File: config.mk
export PLATFORM = sky130hd
export DESIGN_NAME = pixel_hue_rotator_top
export DESIGN_NICKNAME = d
export VERILOG_FILES = /design/src/sv/phr_pkg.sv /design/src/sv/pixel_hue_rotator_top.sv /design/src/sv/phr_front.sv /design/src/sv/phr_div_step.sv /design/src/sv/phr_chan.sv
export SDC_FILE = /design/constraint.sdc
export NUM_CORES = 2
export LEC_CHECK = 0
export BUFFER_PORTS_ARGS = -buffer_cell sky130_fd_sc_hd__buf_2
export CORE_MARGIN = 2
export CORE_UTILIZATION = 60
export DETAILED_ROUTE_END_ITERATION = 16
export GPL_TIMING_DRIVEN = 0
export PLACE_DENSITY = 0.79
export SYNTH_ARGS = -nofsm -noshare
export SYNTH_HDL_FRONTEND = slang
export SYNTH_SLANG_ARGS = --single-unit
File: constraint.sdc
create_clock -name clk -period 21.1 [get_ports clk]
set_input_delay 2.11 -clock clk [delete_from_list [all_inputs] [get_ports clk]]
set_output_delay 2.11 -clock clk [all_outputs]
set_load 0.01 [all_outputs]
File: src/sv/phr_pkg.sv
`timescale 1ns / 1ps

package phr_pkg;

	// register indexes
	localparam logic [0:0] REG_HUE_SHIFT = 1'b0;

	localparam int unsigned HUE_FULL = 360;

	// front end result: numerators and divisors for hue and saturation, the hue sign and the value numerator
	typedef struct packed {
		logic [17:0] hnum;
		logic [8:0]  hden;
		logic        hneg;
		logic [17:0] snum;
		logic [8:0]  sden;
		logic [15:0] vnum;
	} front_t;

	// state of one restoring division in flight
	typedef struct packed {
		logic [17:0] rem;
		logic [17:0] dsh;
		logic [8:0]  quo;
	} div_t;

	function automatic div_t div_init(input logic [17:0] num, input logic [8:0] den);
		div_t d;
		d.rem = num;
		d.dsh = {1'b0, den, 8'd0};
		d.quo = '0;
		return d;
	endfunction

endpackage

File: src/sv/pixel_hue_rotator_top.sv
`timescale 1ns / 1ps

// Channel   Handshake              Payload
// in        in_valid / in_stall    red_in, green_in, blue_in, alpha_in
// out       out_valid / out_stall  red_out, green_out, blue_out, alpha_out
// config    APB write, pready = 1  hue_shift at byte address 0
//
// One item per clock when out_stall is low.
// Stage 1 finds max/min, stages 2-4 run two restoring dividers at three
// quotient bits each, stage 5 rotates the hue, stages 6-8 rebuild RGB.
// Reset clears the valid bits and sets hue_shift to 0.
// A stall freezes each full stage with no empty stage ahead of it; empty stages still fill behind it.

module pixel_hue_rotator_top (
	input  logic        clk,
	input  logic        arst_n,
	input  logic        psel,
	input  logic        penable,
	input  logic        pwrite,
	input  logic [2:0]  paddr,
	input  logic [31:0] pwdata,
	output logic [31:0] prdata,
	output logic        pready,
	input  logic        in_valid,
	output logic        in_stall,
	input  logic [7:0]  red_in,
	input  logic [7:0]  green_in,
	input  logic [7:0]  blue_in,
	input  logic [7:0]  alpha_in,
	output logic        out_valid,
	input  logic        out_stall,
	output logic [7:0]  red_out,
	output logic [7:0]  green_out,
	output logic [7:0]  blue_out,
	output logic [7:0]  alpha_out
);
	import phr_pkg::*;

	// hue sectors of 60 degrees
	typedef enum logic [2:0] {
		SEC_RY, SEC_YG, SEC_GC, SEC_CB, SEC_BM, SEC_MR
	} sector_t;

	// ---- configuration ----
	logic [8:0] hue_shift_q;

	assign pready = 1'b1;
	assign prdata = (paddr[2] == REG_HUE_SHIFT) ? {23'd0, hue_shift_q} : 32'd0;

	always_ff @(posedge clk or negedge arst_n) begin
		if (!arst_n) begin
			hue_shift_q <= '0;
		end else if (psel && penable && pwrite && pready && paddr[2] == REG_HUE_SHIFT) begin
			hue_shift_q <= pwdata[8:0];
		end
	end

	// ---- flow control: a stage moves when it is empty or the next one moves ----
	logic [8:1] vld;
	logic [8:1] en;

	always_comb begin
		en[8] = !vld[8] || !out_stall;
		for (int i = 7; i >= 1; i--) begin
			en[i] = !vld[i] || en[i+1];
		end
	end

	assign in_stall  = !en[1];
	assign out_valid = vld[8];

	always_ff @(posedge clk or negedge arst_n) begin
		if (!arst_n) begin
			vld <= '0;
		end else begin
			if (en[1]) vld[1] <= in_valid;
			for (int i = 2; i <= 8; i++) begin
				if (en[i]) vld[i] <= vld[i-1];
			end
		end
	end

	// ---- stage 1: extremes, dividends and divisors ----
	front_t fr, fr_s1;
	logic [7:0] a_s1;

	phr_front u_front (
		.red   (red_in),
		.green (green_in),
		.blue  (blue_in),
		.fr    (fr)
	);

	always_ff @(posedge clk) begin
		if (en[1]) begin
			fr_s1 <= fr;
			a_s1  <= alpha_in;
		end
	end

	// ---- stages 2-4: hue and saturation dividers, value via reciprocal ----
	div_t hd_in[3], hd_out[3], sd_in[3], sd_out[3];
	div_t hd_s2, hd_s3, hd_s4, sd_s2, sd_s3, sd_s4;
	logic [31:0] vprod;
	logic [6:0] v_s2, v_s3, v_s4;
	logic       n_s2, n_s3, n_s4;
	logic [7:0] a_s2, a_s3, a_s4;

	assign hd_in[0] = div_init(fr_s1.hnum, fr_s1.hden);
	assign sd_in[0] = div_init(fr_s1.snum, fr_s1.sden);
	assign hd_in[1] = hd_s2;
	assign sd_in[1] = sd_s2;
	assign hd_in[2] = hd_s3;
	assign sd_in[2] = sd_s3;

	for (genvar g = 0; g < 3; g++) begin : g_div
		phr_div_step u_hdiv (.din(hd_in[g]), .dout(hd_out[g]));
		phr_div_step u_sdiv (.din(sd_in[g]), .dout(sd_out[g]));
	end

	// floor(x / 510) for x below 2^16
	assign vprod = {16'd0, fr_s1.vnum} * 32'd32897;

	always_ff @(posedge clk) begin
		if (en[2]) begin
			hd_s2 <= hd_out[0];
			sd_s2 <= sd_out[0];
			v_s2  <= vprod[30:24];
			n_s2  <= fr_s1.hneg;
			a_s2  <= a_s1;
		end
		if (en[3]) begin
			hd_s3 <= hd_out[1];
			sd_s3 <= sd_out[1];
			v_s3  <= v_s2;
			n_s3  <= n_s2;
			a_s3  <= a_s2;
		end
		if (en[4]) begin
			hd_s4 <= hd_out[2];
			sd_s4 <= sd_out[2];
			v_s4  <= v_s3;
			n_s4  <= n_s3;
			a_s4  <= a_s3;
		end
	end

	// ---- stage 5: rotate hue, split into sector and offset ----
	logic [8:0] hue;
	logic [9:0] hsum, hrot;
	logic [8:0] h;
	sector_t    k;
	logic [8:0] rem;
	logic [5:0] f;
	sector_t    k_s5;
	logic [5:0] f_s5;
	logic [6:0] v_s5, s_s5;
	logic [7:0] a_s5;

	always_comb begin
		// a negative red-sector hue wraps once; a hue rounding to -0 stays 0
		hue  = (n_s4 && hd_s4.quo != 9'd0) ? 9'(HUE_FULL) - hd_s4.quo : hd_s4.quo;
		hsum = {1'b0, hue} + {1'b0, hue_shift_q};
		if (hsum >= 10'(2 * HUE_FULL)) hrot = hsum - 10'(2 * HUE_FULL);
		else if (hsum >= 10'(HUE_FULL)) hrot = hsum - 10'(HUE_FULL);
		else hrot = hsum;
		h = (hrot == 10'd0) ? 9'd1 : hrot[8:0];
		if (h >= 9'd300) begin
			k = SEC_MR; rem = h - 9'd300;
		end else if (h >= 9'd240) begin
			k = SEC_BM; rem = h - 9'd240;
		end else if (h >= 9'd180) begin
			k = SEC_CB; rem = h - 9'd180;
		end else if (h >= 9'd120) begin
			k = SEC_GC; rem = h - 9'd120;
		end else if (h >= 9'd60) begin
			k = SEC_YG; rem = h - 9'd60;
		end else begin
			k = SEC_RY; rem = h;
		end
		f = k[0] ? 6'(9'd60 - rem) : rem[5:0];
	end

	always_ff @(posedge clk) begin
		if (en[5]) begin
			k_s5 <= k;
			f_s5 <= f;
			v_s5 <= v_s4;
			s_s5 <= (v_s4 == 7'd0) ? 7'd0 : sd_s4.quo[6:0];
			a_s5 <= a_s4;
		end
	end

	// ---- stage 6: v*s, v*(100-s) and v*6000 ----
	logic [13:0] vs_s6, vn_s6;
	logic [19:0] cm_s6;
	sector_t     k_s6;
	logic [5:0]  f_s6;
	logic [7:0]  a_s6;

	always_ff @(posedge clk) begin
		if (en[6]) begin
			vs_s6 <= {7'd0, v_s5} * {7'd0, s_s5};
			vn_s6 <= {7'd0, v_s5} * (14'd100 - {7'd0, s_s5});
			cm_s6 <= {13'd0, v_s5} * 20'd6000;
			k_s6  <= k_s5;
			f_s6  <= f_s5;
			a_s6  <= a_s5;
		end
	end

	// ---- stage 7: numerators in 1/600000 units, ordered by sector ----
	logic [19:0] mm, xm;
	logic [19:0] ro, go, bo;
	logic [19:0] ro_s7, go_s7, bo_s7;
	logic [7:0]  a_s7;

	always_comb begin
		mm = {vn_s6, 6'd0} - {4'd0, vn_s6, 2'd0};
		xm = {6'd0, vs_s6} * {14'd0, f_s6} + mm;
		unique case (k_s6)
			SEC_RY: begin ro = cm_s6; go = xm;    bo = mm;    end
			SEC_YG: begin ro = xm;    go = cm_s6; bo = mm;    end
			SEC_GC: begin ro = mm;    go = cm_s6; bo = xm;    end
			SEC_CB: begin ro = mm;    go = xm;    bo = cm_s6; end
			SEC_BM: begin ro = xm;    go = mm;    bo = cm_s6; end
			default: begin ro = cm_s6; go = mm;   bo = xm;    end
		endcase
	end

	always_ff @(posedge clk) begin
		if (en[7]) begin
			ro_s7 <= ro;
			go_s7 <= go;
			bo_s7 <= bo;
			a_s7  <= a_s6;
		end
	end

	// ---- stage 8: scale to 8 bits, output register ----
	logic [7:0] rc, gc, bc;
	logic [7:0] r_s8, g_s8, b_s8, a_s8;

	phr_chan u_chan_r (.num(ro_s7), .chan(rc));
	phr_chan u_chan_g (.num(go_s7), .chan(gc));
	phr_chan u_chan_b (.num(bo_s7), .chan(bc));

	always_ff @(posedge clk) begin
		if (en[8]) begin
			r_s8 <= rc;
			g_s8 <= gc;
			b_s8 <= bc;
			a_s8 <= a_s7;
		end
	end

	assign red_out   = r_s8;
	assign green_out = g_s8;
	assign blue_out  = b_s8;
	assign alpha_out = a_s8;

`ifndef SYNTHESIS
	// back-pressure only ever comes from a full pipe behind a stalled output
	a_stall_full: assert property (@(posedge clk) disable iff (!arst_n)
		in_stall |-> (vld == 8'hFF && out_stall))
		else $error("input stalled with room in the pipe");

	// offset within a sector never exceeds 60 degrees
	a_offset: assert property (@(posedge clk) disable iff (!arst_n)
		vld[5] |-> f_s5 <= 6'd60)
		else $error("sector offset out of range");

	// saturation and value are percents
	a_sat: assert property (@(posedge clk) disable iff (!arst_n)
		vld[5] |-> s_s5 <= 7'd100 && v_s5 <= 7'd100)
		else $error("saturation or value out of range");
`endif

endmodule

File: src/sv/phr_front.sv
`timescale 1ns / 1ps

module phr_front (
	input  logic [7:0]    red,
	input  logic [7:0]    green,
	input  logic [7:0]    blue,
	output phr_pkg::front_t fr
);
	import phr_pkg::*;

	logic [7:0]  mx, mn, c, d;
	logic [10:0] e;
	logic [16:0] n;

	always_comb begin
		mx = red;
		mn = red;
		if (green > mx) mx = green;
		if (blue > mx) mx = blue;
		if (green < mn) mn = green;
		if (blue < mn) mn = blue;
		c = mx - mn;
		d = (green >= blue) ? green - blue : blue - green;
		fr.hneg = 1'b0;
		if (red == mx) begin
			e = {3'd0, d};
			fr.hneg = blue > green;
		end else if (green == mx) begin
			e = {3'd0, blue} + {2'd0, c, 1'b0} - {3'd0, red};
		end else begin
			e = {3'd0, red} + {1'b0, c, 2'd0} - {3'd0, green};
		end
		n = {e, 6'd0} - {4'd0, e, 2'd0};
		if (c == 8'd0) begin
			fr.hnum = '0;
			fr.hden = 9'd1;
			fr.hneg = 1'b0;
		end else begin
			fr.hnum = {n, 1'b0} + {10'd0, c};
			fr.hden = {c, 1'b0};
		end
		if (mx == 8'd0) begin
			fr.snum = '0;
			fr.sden = 9'd1;
		end else begin
			fr.snum = {2'd0, c, 8'd0} - {5'd0, c, 5'd0} - {6'd0, c, 4'd0}
				- {7'd0, c, 3'd0} + {10'd0, mx};
			fr.sden = {mx, 1'b0};
		end
		fr.vnum = {mx, 8'd0} - {3'd0, mx, 5'd0} - {4'd0, mx, 4'd0} - {5'd0, mx, 3'd0}
			+ 16'd255;
	end

endmodule

File: src/sv/phr_div_step.sv
`timescale 1ns / 1ps

module phr_div_step (
	input  phr_pkg::div_t din,
	output phr_pkg::div_t dout
);
	import phr_pkg::*;

	div_t t;

	// three quotient bits per stage
	always_comb begin
		t = din;
		for (int i = 0; i < 3; i++) begin
			if (t.rem >= t.dsh) begin
				t.rem = t.rem - t.dsh;
				t.quo = {t.quo[7:0], 1'b1};
			end else begin
				t.quo = {t.quo[7:0], 1'b0};
			end
			t.dsh = {1'b0, t.dsh[17:1]};
		end
		dout = t;
	end

endmodule

File: src/sv/phr_chan.sv
`timescale 1ns / 1ps

module phr_chan (
	input  logic [19:0] num,
	output logic [7:0]  chan
);
	// round(num * 255 / 600000) = floor((34*num + 40000) / 80000)
	logic [24:0] y;
	logic [36:0] p;
	logic [8:0]  q;

	always_comb begin
		y = {num, 5'd0} + {4'd0, num, 1'b0} + 25'd40000;
		// divide by 128, then by 625 through a reciprocal
		p = {1'b0, y[24:7]} * 37'd429497;
		q = p[36:28];
		chan = (q > 9'd255) ? 8'd255 : q[7:0];
	end

endmodule

==> results.py <==
metrics = {
    "yosys": {
        "synth-adder-area-share_pct": 40.6,
        "synth-compound-area-share_pct": 11.9,
        "yosys_warnings": 0,
        "ys_seq_elements": 452,
        "synth.mux.area_fraction_pct": 1.53,
        "syn-cell-area_sq_um": 61500,
        "number_of_flops_mapped_to_enable_cells_by_yosys": 435,
        "yosys.area_share.xor_xnor_pct": 5.50,
        "synth.yosys.seq_area_share_pct": 21.9,
        "area_share_of_and_or_nand_nor_cells_after_synthesis_pct": 10.3,
        "average_instance_area_after_synthesis_sq_um": 9.69,
        "synth_cells": 6342,
        "synthArstFlopShare_pct": 3.76,
        "yosysUniqueCellTypes": 99,
        "main_combinational_cell_family_by_area_after_synthesis": "adder cells",
        "synth_ff_type": "edfxtp_1",
    },
    "min_path": {
        "min_to": "a_s5[2]$_DFFE_PP_",
        "hold_start": "a_s4[2]$_DFFE_PP_",
        "hold_class": "flip-flop to flip-flop",
        "hold_depth": 0,
    },
    "setup_path": {
        "criticalPathCategory": "input pin to flip-flop",
        "timing.reg2reg.worst_path_depth": 44,
        "worstPathMaxFanout": 9,
        "cp_slowest_stage_delay_ns": 0.89,
        "critPathArrivalTime_ns": 14.37,
        "r2r-end": "green_out[4]$_SDFFCE_PN1P_",
        "r2r_setup_slack_ns": 9.26,
        "reg2reg_from": "go_s7[6]$_DFFE_PP_",
        "cell_with_the_largest_stage_delay_on_the_worst_path": "o41ai_2",
        "worstSetupEndpointType": "flip-flop",
        "worst_setup_path_start_kind": "input pin",
        "worstPathRequired_ns": 21.51,
    },
    "final_layout": {
        "antennaDiodeCount": 0,
        "area_growth_pct": 6.86,
        "layout.cells.most_common": "inv_1",
        "final_design_area_no_fill_sq_um": 65700,
        "mostFrequentLayoutCells": "inv_1 (1198), ha_1 (1074), fa_1 (576)",
        "final_layout_size_suffix_gt1_share_pct": 4.88,
        "final_net_count": 8239,
    },
    "timing": {
        "normalized_max_slew_margin_pct": 20.1,
        "fmaxAchievable_mhz": 71.6,
        "grt_setup_unrepaired": "no",
        "finalSetupViolCount": 0,
        "final_hold_violations": 0,
        "timing.hold.ws_ns": 0.417,
        "finalSetupTns_ns": 0,
        "final_number_of_max_transition_violations": 0,
        "fin_crit_share_pct": 66.2,
        "worst-slew-pin-transition_ns": 1.20,
        "period_needed_ns": 13.96,
        "final.setup_skew_ns": 0.0450,
    },
    "status": {
        "outcome": "finished clean",
    },
    "floorplan": {
        "die_h_microns": 324,
        "io_pins": 141,
        "fp.dieArea_sq_um": 105000,
        "die_width_microns": 324,
        "row_count": 117,
        "start_util_pct": 60.4,
        "core_box_area_sq_um": 102000,
    },
    "grt": {
        "grt_overflow": 0,
        "grt_pass1_wl_mm": 234,
        "grt.total_usage_pct": 27.8,
        "grt_max_degree": 62,
        "number_of_antenna_violations_at_the_first_check_in_global_routing": 1,
        "grt_pass1_vias": 46300,
    },
    "detailed_routing": {
        "route.antenna.remaining_nets": 0,
        "detail_route.wl_per_cell_microns": 18.0,
        "wl_mm": 143,
        "num_vias": 45200,
        "drcViolationCount": 0,
        "routed_via_density": 5.71,
        "drt-initial-drc-count": 3093,
        "drt_pre_antenna_iters": 5,
    },
    "placement": {
        "dp.final_hpwl_mm": 118,
        "numPortBuffers": 91,
        "placed_cell_area_sq_um": 63900,
        "routabilityCongestion": 0.991,
    },
    "clock_tree": {
        "clkSlewWorstSetupHoldPaths_ns": 0.06,
        "post_cts.resized_instances": 0,
        "h_tree_lvl_count": 2,
        "clock_sink_count": 452,
        "holdBufCountCts": 0,
        "clock_tree.buffer_depth": 3,
        "cts.repair_timing.setup_buffer_count": 0,
        "cts_tree": "built",
        "numCtsBuffers": 51,
        "clkLatencyLatePin_ns": 0.67,
        "clock_tree.root_cell": "clkbuf_16",
    },
    "run": {
        "max-cap-violations": 0,
    },
}
logic make-up (layout without fill, tap and decap cells):
logic type	Yosys count	after routing
AOI/OAI and AO/OA	1150	1150
xor gates and xnor gates	386	386
adders and majority gates	1650	1650
buffers and inverters	1313	1504
DFF	452	452
muxes	87	87
other	2	24
and+or+nand+nor	1302	1302
state kept, by name, indices dropped and copies added, names as in the netlist, 13 cells and up:
| signal | cells |
|---|---|
| hd_in | 57 |
| vs_s6 | 14 |
| sd_in | 53 |
| cm_s6 | 16 |
| go_s7 | 20 |
| bo_s7 | 20 |
| vn_s6 | 13 |
| ro_s7 | 20 |
| fr_s1 | 62 |
layer usage:
metal	up-vias	part of all wire (%)	global-route usage (%)
li1	21700	-	-
met1	21900	42	35.8
met5	-	0.0091	0
met2	1308	49	48.4
met4	2	3.7	9.81
met3	320	5.3	3.37
cell usage after synthesis (24+ instances only):
cell type / n / area (sq um)
mux2i_1: 30 / 300
and2_1: 88 / 551
o21bai_1: 82 / 616
a211oi_1: 35 / 263
xnor2_1: 267 / 2340
nor2_1: 337 / 1260
nand2_1: 388 / 1460
nand4_1: 50 / 313
fa_1: 576 / 11500
mux2_2: 56 / 631
nor3_1: 81 / 405
o21a_1: 24 / 180
a21oi_1: 337 / 1690
ha_1: 1074 / 13400
inv_1: 1199 / 4500
o21ai_0: 258 / 1290
xor2_1: 119 / 1040
nand3_1: 62 / 310
edfxtp_1: 435 / 13100
nand2b_1: 82 / 513
a21o_1: 164 / 1230
buf_4: 26 / 195
nor2b_1: 82 / 513
clkbuf_1: 76 / 285
a31oi_1: 27 / 169
worst max-delay path, delay by kind of cell:
family | cells | cell delay (ns)
compound gates | 15 | 3.89
xor+xnor | 3 | 0.88
fa+ha+maj | 6 | 1.94
buf+inv | 6 | 1.29
mux | 2 | 0.65
simple gates | 16 | 3.56
cell type report:
cell class	count	area, sq um
inverters	1202	4510
multi-input cells	4599	43100
clock inverters	35	462
repair buffers	98	618
fillers	8051	36100
flip-flops and latches	452	13500
clock buffers	58	1300
plain buffers	111	528
well taps	1368	1710
through the flow:
step / instances / setup slack, ns / util, %
detailed placement: 7829 / 6.68 / 62.8
finish: 7923 / 7.14 / 64.5
global placement: 7823 / 6.67 / 62.6
floorplan: 6364 / 9.48 / -
CTS: 7922 / 7.36 / 64.5
global route: 7923 / 6.32 / 64.5
worst max-delay path by stage:
stage / from / end / slack (ns)
after floorplan: red_in[5] / fr_s1[69]$_SDFFCE_PP0N_ / 9.48
after global placement: red_in[5] / fr_s1[69]$_SDFFCE_PP0N_ / 6.67
after CTS: red_in[5] / fr_s1[69]$_SDFFCE_PP0N_ / 7.36
final: red_in[6] / fr_s1[69]$_SDFFCE_PP0N_ / 7.14
after detailed placement: red_in[6] / fr_s1[69]$_SDFFCE_PP0N_ / 6.68
after global routing: red_in[7] / fr_s1[69]$_SDFFCE_PP0N_ / 6.32
Power is left out: the tool's default activity adds up to more than one toggle a clock period on the data nets, which glitch-free logic cannot reach.
